<file path="src/rtl/b64pcm_pkg.sv">
// shared types, constants and the character decode function for the base64 pcm16 decoder
// no dependencies; imported by b64pcm_core, b64pcm_outreg, the top level and the testbench
package b64pcm_pkg;

    // character codes with a meaning of their own
    localparam logic [7:0] CH_EQUALS  = 8'h3D;
    localparam logic [7:0] CH_CR      = 8'h0D;
    localparam logic [7:0] CH_LF      = 8'h0A;
    localparam logic [7:0] CH_SPACE   = 8'h20;
    localparam logic [7:0] CH_PLUS    = 8'h2B;
    localparam logic [7:0] CH_SLASH   = 8'h2F;
    localparam logic [7:0] CH_UPPER_A = 8'h41;
    localparam logic [7:0] CH_UPPER_Z = 8'h5A;
    localparam logic [7:0] CH_LOWER_A = 8'h61;
    localparam logic [7:0] CH_LOWER_Z = 8'h7A;
    localparam logic [7:0] CH_DIGIT_0 = 8'h30;
    localparam logic [7:0] CH_DIGIT_9 = 8'h39;

    localparam int SAMPLE_W = 16;
    localparam int REPORT_W = 16;

    typedef struct packed {
        logic       valid;
        logic [5:0] value;
    } b64pcm_sextet_t;

    typedef struct packed {
        logic [SAMPLE_W-1:0] sample;
        logic                has_sample;
        logic                end_of_buffer;
        logic [REPORT_W-1:0] samples_in_buffer;
        logic                buffer_empty;
    } b64pcm_result_t;

    function automatic logic is_stop_char(input logic [7:0] ch);
        return (ch == CH_EQUALS) || (ch == CH_CR) || (ch == CH_LF) || (ch == CH_SPACE);
    endfunction

    // six-bit value of an alphabet character
    function automatic b64pcm_sextet_t sextet_of(input logic [7:0] ch);
        b64pcm_sextet_t s;
        logic [7:0]     d;
        s = '0;
        d = '0;
        if (ch >= CH_UPPER_A && ch <= CH_UPPER_Z)
        begin
            d = ch - CH_UPPER_A;
            s.valid = 1'b1;
            s.value = d[5:0];
        end
        else if (ch >= CH_LOWER_A && ch <= CH_LOWER_Z)
        begin
            d = ch - CH_LOWER_A + 8'd26;
            s.valid = 1'b1;
            s.value = d[5:0];
        end
        else if (ch >= CH_DIGIT_0 && ch <= CH_DIGIT_9)
        begin
            d = ch - CH_DIGIT_0 + 8'd52;
            s.valid = 1'b1;
            s.value = d[5:0];
        end
        else if (ch == CH_PLUS)
        begin
            s.valid = 1'b1;
            s.value = 6'd62;
        end
        else if (ch == CH_SLASH)
        begin
            s.valid = 1'b1;
            s.value = 6'd63;
        end
        return s;
    endfunction

endpackage

</file>
<file path="src/rtl/b64pcm_core.sv">
// per-buffer decode state and the single-pass character update
// depends on b64pcm_pkg
module b64pcm_core
    import b64pcm_pkg::*;
#(
    parameter int COUNT_WIDTH = 16
)
(
    input  logic           clk,
    input  logic           rst_n,
    input  logic           accept,
    input  logic [7:0]     char_code,
    input  logic           last_char,
    output logic           res_valid,
    output b64pcm_result_t result
);

    logic [5:0]             residue_bits_reg, residue_bits_next;
    logic [2:0]             residue_count_reg, residue_count_next;
    logic [7:0]             low_byte_reg, low_byte_next;
    logic                   low_byte_held_reg, low_byte_held_next;
    logic                   decode_stopped_reg, decode_stopped_next;
    logic [COUNT_WIDTH-1:0] sample_total_reg, sample_total_next;

    b64pcm_sextet_t         sx;
    logic [11:0]            acc;
    logic [2:0]             shamt;
    logic [11:0]            acc_shifted;
    logic [11:0]            keep_mask;
    logic [7:0]             byte_out;
    logic                   formed;
    logic [SAMPLE_W-1:0]    word;
    logic [REPORT_W-1:0]    report;

    assign sx          = sextet_of(char_code);
    assign acc         = {residue_bits_reg, sx.value};
    assign shamt       = residue_count_reg - 3'd2;
    assign acc_shifted = acc >> shamt;
    assign byte_out    = acc_shifted[7:0];
    assign keep_mask   = (12'd1 << shamt) - 12'd1;

    always_comb
    begin
        residue_bits_next   = residue_bits_reg;
        residue_count_next  = residue_count_reg;
        low_byte_next       = low_byte_reg;
        low_byte_held_next  = low_byte_held_reg;
        decode_stopped_next = decode_stopped_reg;
        sample_total_next   = sample_total_reg;
        formed              = 1'b0;
        word                = '0;
        if (!decode_stopped_reg)
        begin
            if (is_stop_char(char_code))
            begin
                decode_stopped_next = 1'b1;
            end
            else if (sx.valid)
            begin
                if (residue_count_reg >= 3'd2)
                begin
                    residue_bits_next  = 6'(acc & keep_mask);
                    residue_count_next = shamt;
                    if (low_byte_held_reg)
                    begin
                        word               = {byte_out, low_byte_reg};
                        low_byte_held_next = 1'b0;
                        formed             = 1'b1;
                        if (sample_total_reg != '1)
                        begin
                            sample_total_next = sample_total_reg + COUNT_WIDTH'(1);
                        end
                    end
                    else
                    begin
                        low_byte_next      = byte_out;
                        low_byte_held_next = 1'b1;
                    end
                end
                else
                begin
                    residue_bits_next  = sx.value;
                    residue_count_next = residue_count_reg + 3'd6;
                end
            end
        end
    end

    // count as reported, capped at the field maximum
    generate
        if (COUNT_WIDTH > REPORT_W)
        begin : g_cap
            assign report = (|sample_total_next[COUNT_WIDTH-1:REPORT_W])
                          ? '1 : sample_total_next[REPORT_W-1:0];
        end
        else if (COUNT_WIDTH == REPORT_W)
        begin : g_same
            assign report = sample_total_next;
        end
        else
        begin : g_ext
            assign report = {{(REPORT_W-COUNT_WIDTH){1'b0}}, sample_total_next};
        end
    endgenerate

    assign res_valid                = formed || last_char;
    assign result.sample            = word;
    assign result.has_sample        = formed;
    assign result.end_of_buffer     = last_char;
    assign result.samples_in_buffer = report;
    assign result.buffer_empty      = last_char && (sample_total_next == '0);

    always_ff @(posedge clk or negedge rst_n)
    begin
        if (!rst_n)
        begin
            residue_bits_reg   <= '0;
            residue_count_reg  <= '0;
            low_byte_reg       <= '0;
            low_byte_held_reg  <= 1'b0;
            decode_stopped_reg <= 1'b0;
            sample_total_reg   <= '0;
        end
        else if (accept)
        begin
            if (last_char)
            begin
                // buffer closes: drop residue and any odd trailing byte
                residue_bits_reg   <= '0;
                residue_count_reg  <= '0;
                low_byte_reg       <= '0;
                low_byte_held_reg  <= 1'b0;
                decode_stopped_reg <= 1'b0;
                sample_total_reg   <= '0;
            end
            else
            begin
                residue_bits_reg   <= residue_bits_next;
                residue_count_reg  <= residue_count_next;
                low_byte_reg       <= low_byte_next;
                low_byte_held_reg  <= low_byte_held_next;
                decode_stopped_reg <= decode_stopped_next;
                sample_total_reg   <= sample_total_next;
            end
        end
    end

endmodule

</file>
<file path="src/rtl/b64pcm_outreg.sv">
// result register between the decode logic and the output stream
// depends on b64pcm_pkg
module b64pcm_outreg
    import b64pcm_pkg::*;
(
    input  logic           clk,
    input  logic           rst_n,
    input  logic           load,
    input  b64pcm_result_t load_data,
    input  logic           out_ready,
    output logic           out_valid,
    output b64pcm_result_t out_data,
    output logic           in_ready
);

    logic           valid_reg, valid_next;
    b64pcm_result_t data_reg;

    // free slot, or the held result leaves this cycle
    assign in_ready = !valid_reg || out_ready;

    always_comb
    begin
        valid_next = valid_reg;
        if (load)
        begin
            valid_next = 1'b1;
        end
        else if (out_ready)
        begin
            valid_next = 1'b0;
        end
    end

    always_ff @(posedge clk or negedge rst_n)
    begin
        if (!rst_n)
        begin
            valid_reg <= 1'b0;
        end
        else
        begin
            valid_reg <= valid_next;
        end
    end

    always_ff @(posedge clk)
    begin
        if (load)
        begin
            data_reg <= load_data;
        end
    end

    assign out_valid = valid_reg;
    assign out_data  = data_reg;

endmodule

</file>
<file path="src/rtl/base64_pcm16_sample_decoder_unit.sv">
// top level of the base64 to pcm16 sample decoder: stream ports, decode core, result register
// depends on b64pcm_pkg, b64pcm_core and b64pcm_outreg
//
// The block takes one base64 character per transaction on the slave side and
// gives at most one result per character on the master side, one character
// per clock when not stalled. The character is decoded and the buffer state
// updated in the cycle it is accepted; the result sits in a single output
// register, so a result appears on the master side in the next cycle, and
// s_tready stays high whenever that register is empty or being drained.
// Every two decoded bytes form one little-endian signed 16-bit sample in
// Q0.15. Characters outside the alphabet are skipped; '=', CR, LF or space
// stop decoding until the end of the buffer. The character carrying s_tlast
// closes the buffer: its result reports the sample count (saturating) and
// whether the buffer was empty, and the decode state then clears, dropping
// any odd trailing byte. Characters that neither complete a sample nor close
// a buffer produce no transaction.
module base64_pcm16_sample_decoder_unit
    import b64pcm_pkg::*;
#(
    parameter int COUNT_WIDTH = 16   // width of the internal sample counter, 8 to 32
)
(
    input  logic        clk,
    input  logic        rst_n,
    // character stream
    input  logic        s_tvalid,
    output logic        s_tready,
    input  logic [7:0]  s_tdata,   // [7:0] char_code
    input  logic        s_tlast,   // last_char
    // result stream
    output logic        m_tvalid,
    input  logic        m_tready,
    output logic [31:0] m_tdata,   // [15:0] sample, [31:16] samples_in_buffer
    output logic        m_tlast,   // end_of_buffer
    output logic [1:0]  m_tuser    // [0] has_sample, [1] buffer_empty
);

    logic           accept;
    logic           res_valid;
    b64pcm_result_t core_result;
    b64pcm_result_t out_result;

    // a character transaction completes
    assign accept = s_tvalid && s_tready;

    b64pcm_core #(
        .COUNT_WIDTH (COUNT_WIDTH)
    ) u_core (
        .clk       (clk),
        .rst_n     (rst_n),
        .accept    (accept),
        .char_code (s_tdata),
        .last_char (s_tlast),
        .res_valid (res_valid),
        .result    (core_result)
    );

    // only characters that form a sample or close a buffer give a result
    b64pcm_outreg u_outreg (
        .clk       (clk),
        .rst_n     (rst_n),
        .load      (accept && res_valid),
        .load_data (core_result),
        .out_ready (m_tready),
        .out_valid (m_tvalid),
        .out_data  (out_result),
        .in_ready  (s_tready)
    );

    // pack the result fields, lowest field in the lowest bits
    assign m_tdata = {out_result.samples_in_buffer, out_result.sample};
    assign m_tlast = out_result.end_of_buffer;
    assign m_tuser = {out_result.buffer_empty, out_result.has_sample};

endmodule

</file>
<file path="config.mk">
export PLATFORM = sky130hd
export DESIGN_NAME = base64_pcm16_sample_decoder_unit
export DESIGN_NICKNAME = d
export VERILOG_FILES = /design/src/rtl/b64pcm_pkg.sv /design/src/rtl/b64pcm_core.sv /design/src/rtl/b64pcm_outreg.sv /design/src/rtl/base64_pcm16_sample_decoder_unit.sv
export SDC_FILE = /design/constraint.sdc
export NUM_CORES = 1
export LEC_CHECK = 0
export BUFFER_PORTS_ARGS = -buffer_cell sky130_fd_sc_hd__buf_2
export CORE_MARGIN = 2
export CORE_UTILIZATION = 40
export DETAILED_ROUTE_END_ITERATION = 10
export PLACE_DENSITY = 0.57
export REMOVE_ABC_BUFFERS = 1
export SYNTH_ARGS = -nofsm -noshare
export SYNTH_HDL_FRONTEND = slang
export SYNTH_SLANG_ARGS = --single-unit
</file>
<file path="constraint.sdc">
create_clock -name clk -period 4.6 [get_ports clk]
set_clock_uncertainty 0.2 [all_clocks]
set_input_delay 0.23 -clock clk [delete_from_list [all_inputs] [get_ports clk]]
set_output_delay 0.23 -clock clk [all_outputs]
set_load 0.005 [all_outputs]
</file>
### Word-level counts from Yosys, hierarchy flattened

Index checks and enable logic that the tools add are counted.

* register bits after elaboration: 71
* bits of input ports: 13
* output and inout port bits: 37
* logic and storage cells: 108

* $add $sub $neg: 9
* magnitude comparators: 7
* eq/ne operators: 10
* shift-type cells: 2
* mux-type cells: 44
* bitwise logic cells: 4
* reductions and logical operators: 20

Operators with widths (number)
* $mux W16: 7
* $mux W8: 6
* $mux W7: 5
* $eq A8 B6 Y1 const B: 4
* $mux W6: 5
* $add A16 B1 Y16 const B: 1
* $eq A8 B4 Y1 const B: 2
* $ge A8 B7 Y1 const B: 2
* $le A8 B7 Y1 const B: 2
* $logic_not A16 Y1: 1
* $mux W1: 16
* $ne A16 B16 Y1 const B: 1
* $mux W3: 5
* $shr A12 B3 Y8: 1
* $sub A6 B1 Y6 const B: 2
* $sub A6 B6 Y6 const B: 2
* $ge A8 B6 Y1 const B: 1
* $le A8 B6 Y1 const B: 1
* $add A6 B5 Y6 const B: 1
* $add A6 B6 Y6 const B: 1
* $and A6 B6 Y6: 1
* $logic_and A1 B1 Y1: 6
* $ne A2 B2 Y1 const B: 3
* $reduce_and A6 Y1: 1
* other kinds (11): 19

### Logic depth before layout (Yosys ltp)

* word-level depth: 13
* gate-level depth with buffers: 12
* mapped depth without buffers: 10

### By module

From an unflattened synthesis, not the netlist that was laid out.

* cell total of the unflattened synthesis: 402
* area total of the unflattened synthesis: 4159.0 µm²

By module, submodules not included
* b64pcm_core: times used 1, cells an instance 362, area an instance 3047.9 µm², seq. area each 850.8 µm²
* b64pcm_outreg: times used 1, cells an instance 38, area an instance 1098.6 µm², seq. area each 1076.0 µm²
* base64_pcm16_sample_decoder_unit: times used 1, cells an instance 2, area an instance 12.5 µm², seq. area each 0.0 µm²

### Worst setup path after synthesis

No wires, ideal clock.

* path type: input -> register
* start: input s_tdata[2]
* end: register u_outreg.data_reg, in the netlist u_outreg.out_data[0], enable pin
* library setup time: 427 ps
* arrival time: 3477 ps
* data required time: 3973 ps
* slack: 496 ps
* stages: 12
* path buffers: 2
* path through: buf_6 inv_1 ha_1 nand2_1 a21oi_1 o311ai_4 a211oi_2 clkbuf_1 nand2_1 inv_1 nor2_1 nor2_1

RTL lines
* start: declaration: line base64_pcm16_sample_decoder_unit.sv:28 `input logic [7:0] s_tdata,`
* end signal: assignment: line b64pcm_outreg.sv:51 `data_reg <= load_data;`
* end: declaration: line b64pcm_outreg.sv:17 `b64pcm_result_t data_reg;`

==> impl_results.md <==
* Status: finished clean
* Reg2reg start: u_core.residue_count_reg[1]
* Input/output buffers at 49
* Critical path class: reg2reg
* Worst-margin pin slew at 0.920 ns
* Final GP Congestion at 0.868
* Synth Area in Simple Gates at 0.180
* Async set-reset flop share out of synthesis at 0.500
* Leak at 1.96 nW
* Number of flip-flops in the largest register at 35
* CTS resizes at 0
* Synthesized cell area at 4170 sq um
* Grt ovf at 0
* Period utilization at 0.779
* Finish-stage setup viols at 0
* CP Launch Type: flop
* Worst vdd ir at 0.000103 V
* Layout cell share with drive strength beyond 1 at 0.184
* CP required at 4.59 ns
* Die Y at 106 um
* Fin crit period at 3.58 ns
* Worst-Skew Late Latency at 0.36 ns
* Slowest stage cell on the critical path: a2111oi_4
* Slowest cell delay on critical path at 0.66 ns
* CP startpoint: u_core.residue_count_reg[1]
* Final Hold Vio Count at 0
* Routed WL per cell at 15.7 um
* GRT Total Usage at 0.181
* Final std cells w/o fill at 599
* Initial antenna violation count at 0
* Root Driver: clkbuf_8
* Max Buffers Root-to-Sink at 2
* Placement Setup Slack at 0.758 ns
* Power Density at 319 nW/um^2
* Initial cell density of the core at 0.408
* Io pins at 50
* Core area at 10,200 sq um
* Max Cap Viol at 0
* R2r setup slk at 1.02 ns
* CTS tree: yes
* R2R depth at 7
* Area grow syn2layout at 13.2%
* Mux contribution to synthesized area at 0.0213
* Post-CTS setup buffers at 0
* TritonRoute pass-1 iters at 5
* Via count at 3,259
* Sw Share at 0.297
* Most frequent cells in the layout: 49 x buf_2, 42 x nand2_1, 35 x dfrtp_1, 35 x edfxtp_1, 30 x o21ai_0
* Antenna diodes at 0
* Synthesized area per cell at 10.0 sq um
* Largest cells by area after synthesis: edfxtp_1 25%, dfrtp_1 21%, ha_1 4.8%
* Synth top area share at 0.252
* Post-Synthesis Cells at 417
* Maximum clock rate at 279 MHz
* Leading area contributor after synthesis: edfxtp_1
* Post-synth EDFFs at 35
* Worst Hold Class: in2reg
* #FFs+latches synth at 70
* Max transition margin at 0.382
* Fillers at 985
* Compound-cell area share of the yosys netlist at 0.208
* Total negative slack at 0 ns
* Worst-path clk slew at 0.08 ns
* Util after Layout at 0.462
* Combinational Power Share at 0.193
* Max FO, Critical Path at 15
* Multi-input logic area at 2070 sq um
* Commonest non-fill, non-tap cell in the layout: buf_2
* P_int at 1.06 mW
* Clock Power Share at 0.331
* WP data arrival at 3.57 ns
* CTS sink count at 70
* H-tree levels at 3
* Die extent in x at 106 um
* ANT nets after route at 0
* Reg-to-reg endpoint: u_outreg.out_data[0]
* Site row count at 37
* # nets final at 489
* Synth Area in Adders at 0.0576
* Dpl cells at 582
* Total CTS buffers at 9
* Worst path cell trace: inv_1 > ha_1 > a2111oi_4 > and2_1 > a21boi_2 > or4_4 > nor4_2
* Distinct cell type count after synthesis at 68
* Synthesis warning total at 0
* Storage cell area at 1930 sq um
* Psw at 0.448 mW
* CP endpoint kind: flop
* Vias in the first global route at 3,085
* RSZ-0062 raised after global routing: no
* Largest net degree at the start of global routing at 36
* Full die area at 11,300 sq um
* Largest family of logic cells by synthesized area: compound AO/OA/AOI/OAI gates
* Reg power frac at 0.476
* Dpl hpwl at 6610 um
* Vias per inst at 5.44
* Post-route DRC violation count at 0
* XOR/XNOR Fraction of Synth Area at 0.0273
* Top FF cell, synth: edfxtp_1
* Worst setup margin at 1.02 ns
* Global-route wire length before repair at 16,100 um
* Routed wire length at 9380 um
* Critical Path Sink: u_outreg.out_data[0]
* Register area share after synthesis at 0.462
* Drt initial violations at 221
* Pins Over Slew Limit at 0
## routing by layer
layer  GRT usage  part of all wire  wire (um)  up-vias
met2       0.264              0.43       4050       84
met4      0.0677             0.016        150        0
met3      0.0319             0.040        373       12
li1            -                 -          -     1620
met5           0                 0          0        -
met1       0.268              0.51       4810     1543
## cells in the mapped netlist (3+ instances only)
library cell and instances:
and3_1 14, nand2b_1 3, a21oi_1 19, o21ai_0 30
edfxtp_1 35, o221ai_1 3, a21o_1 5, ha_1 16
mux2_2 3, dfrtp_1 35, clkbuf_1 16, nor2b_1 8
a22o_1 11, o31ai_1 7, a31oi_1 6, nand2_1 42
xor2_1 3, xnor2_1 10, o2111ai_1 4, mux2i_1 4
nand4_1 6, inv_1 19, and2_1 11, nand3_1 16
nor3_1 4, a2111oi_0 3, nor2_1 29, o22ai_1 3
o21ai_1 3
## logic make-up (layout without fill, tap and decap cells)
group	Yosys count	in the layout
and+or+nand+nor	147	147
buffers and inverters	42	88
adders and majority gates	18	18
other	1	1
AOI/OAI and AO/OA	118	118
xor gates and xnor gates	13	13
muxes	8	8
DFF	70	70
## metrics by stage
stage          cell area, sq um  power (mW)  hold slack (ns)
2_1_floorplan              4060       0.921           -0.266
3_3_place_gp               4520        1.02            0.182
3_5_place_dp               4520        1.02            0.180
4_1_cts                    4720        1.52           0.0123
5_1_grt                    4720        1.59           0.0859
6_report                   4720        1.51           0.0246
## how the worst min path moves through the flow
stage / start / end / slack, ns / cells past startpoint
after floorplan: rst_n / u_core.decode_stopped_reg / -0.27 / 0
after global placement: rst_n / u_core.sample_total_reg[10] / 0.18 / 1
after detailed placement: rst_n / u_core.sample_total_reg[10] / 0.18 / 1
after CTS: s_tdata[7] / u_core.decode_stopped_reg / 0.01 / 4
after global routing: s_tdata[7] / u_core.decode_stopped_reg / 0.09 / 4
final: s_tdata[7] / u_core.decode_stopped_reg / 0.02 / 4
## worst max-delay path, delay by kind of cell, from the launching register on
kind                       cells  cell delay [ns]
and+or+nand+nor                3             1.16
AOI/OAI and AO/OA              2             0.76
DFF                            1             0.61
adders and majority gates      1             0.37
buffers and inverters          1             0.30
## cell type report
cell class                 instances  share of cell area
clock inverter                     3             0.00927
timing repair buffer              53              0.0615
inverter                          19              0.0151
multi-input combinational        305               0.439
sequential                        70               0.408
tap                              136              0.0360
clock buffer                      13              0.0315
## what timing repair did
action | in CTS | in global routing
setup endpoints to repair | 0 | 0
hold endpoints to repair | 35 | 0
hold buffers | 1 | 0
## power groups by stage
stage	Clock, mW	Sequential [mW]	Combinational (mW)
after floorplan	0	0.726	0.195
after global routing	0.535	0.723	0.331
after detailed placement	0	0.731	0.292
after CTS	0.509	0.718	0.295
final	0.498	0.718	0.291
after global placement	0	0.728	0.289
(Power assumes the default switching activity.)
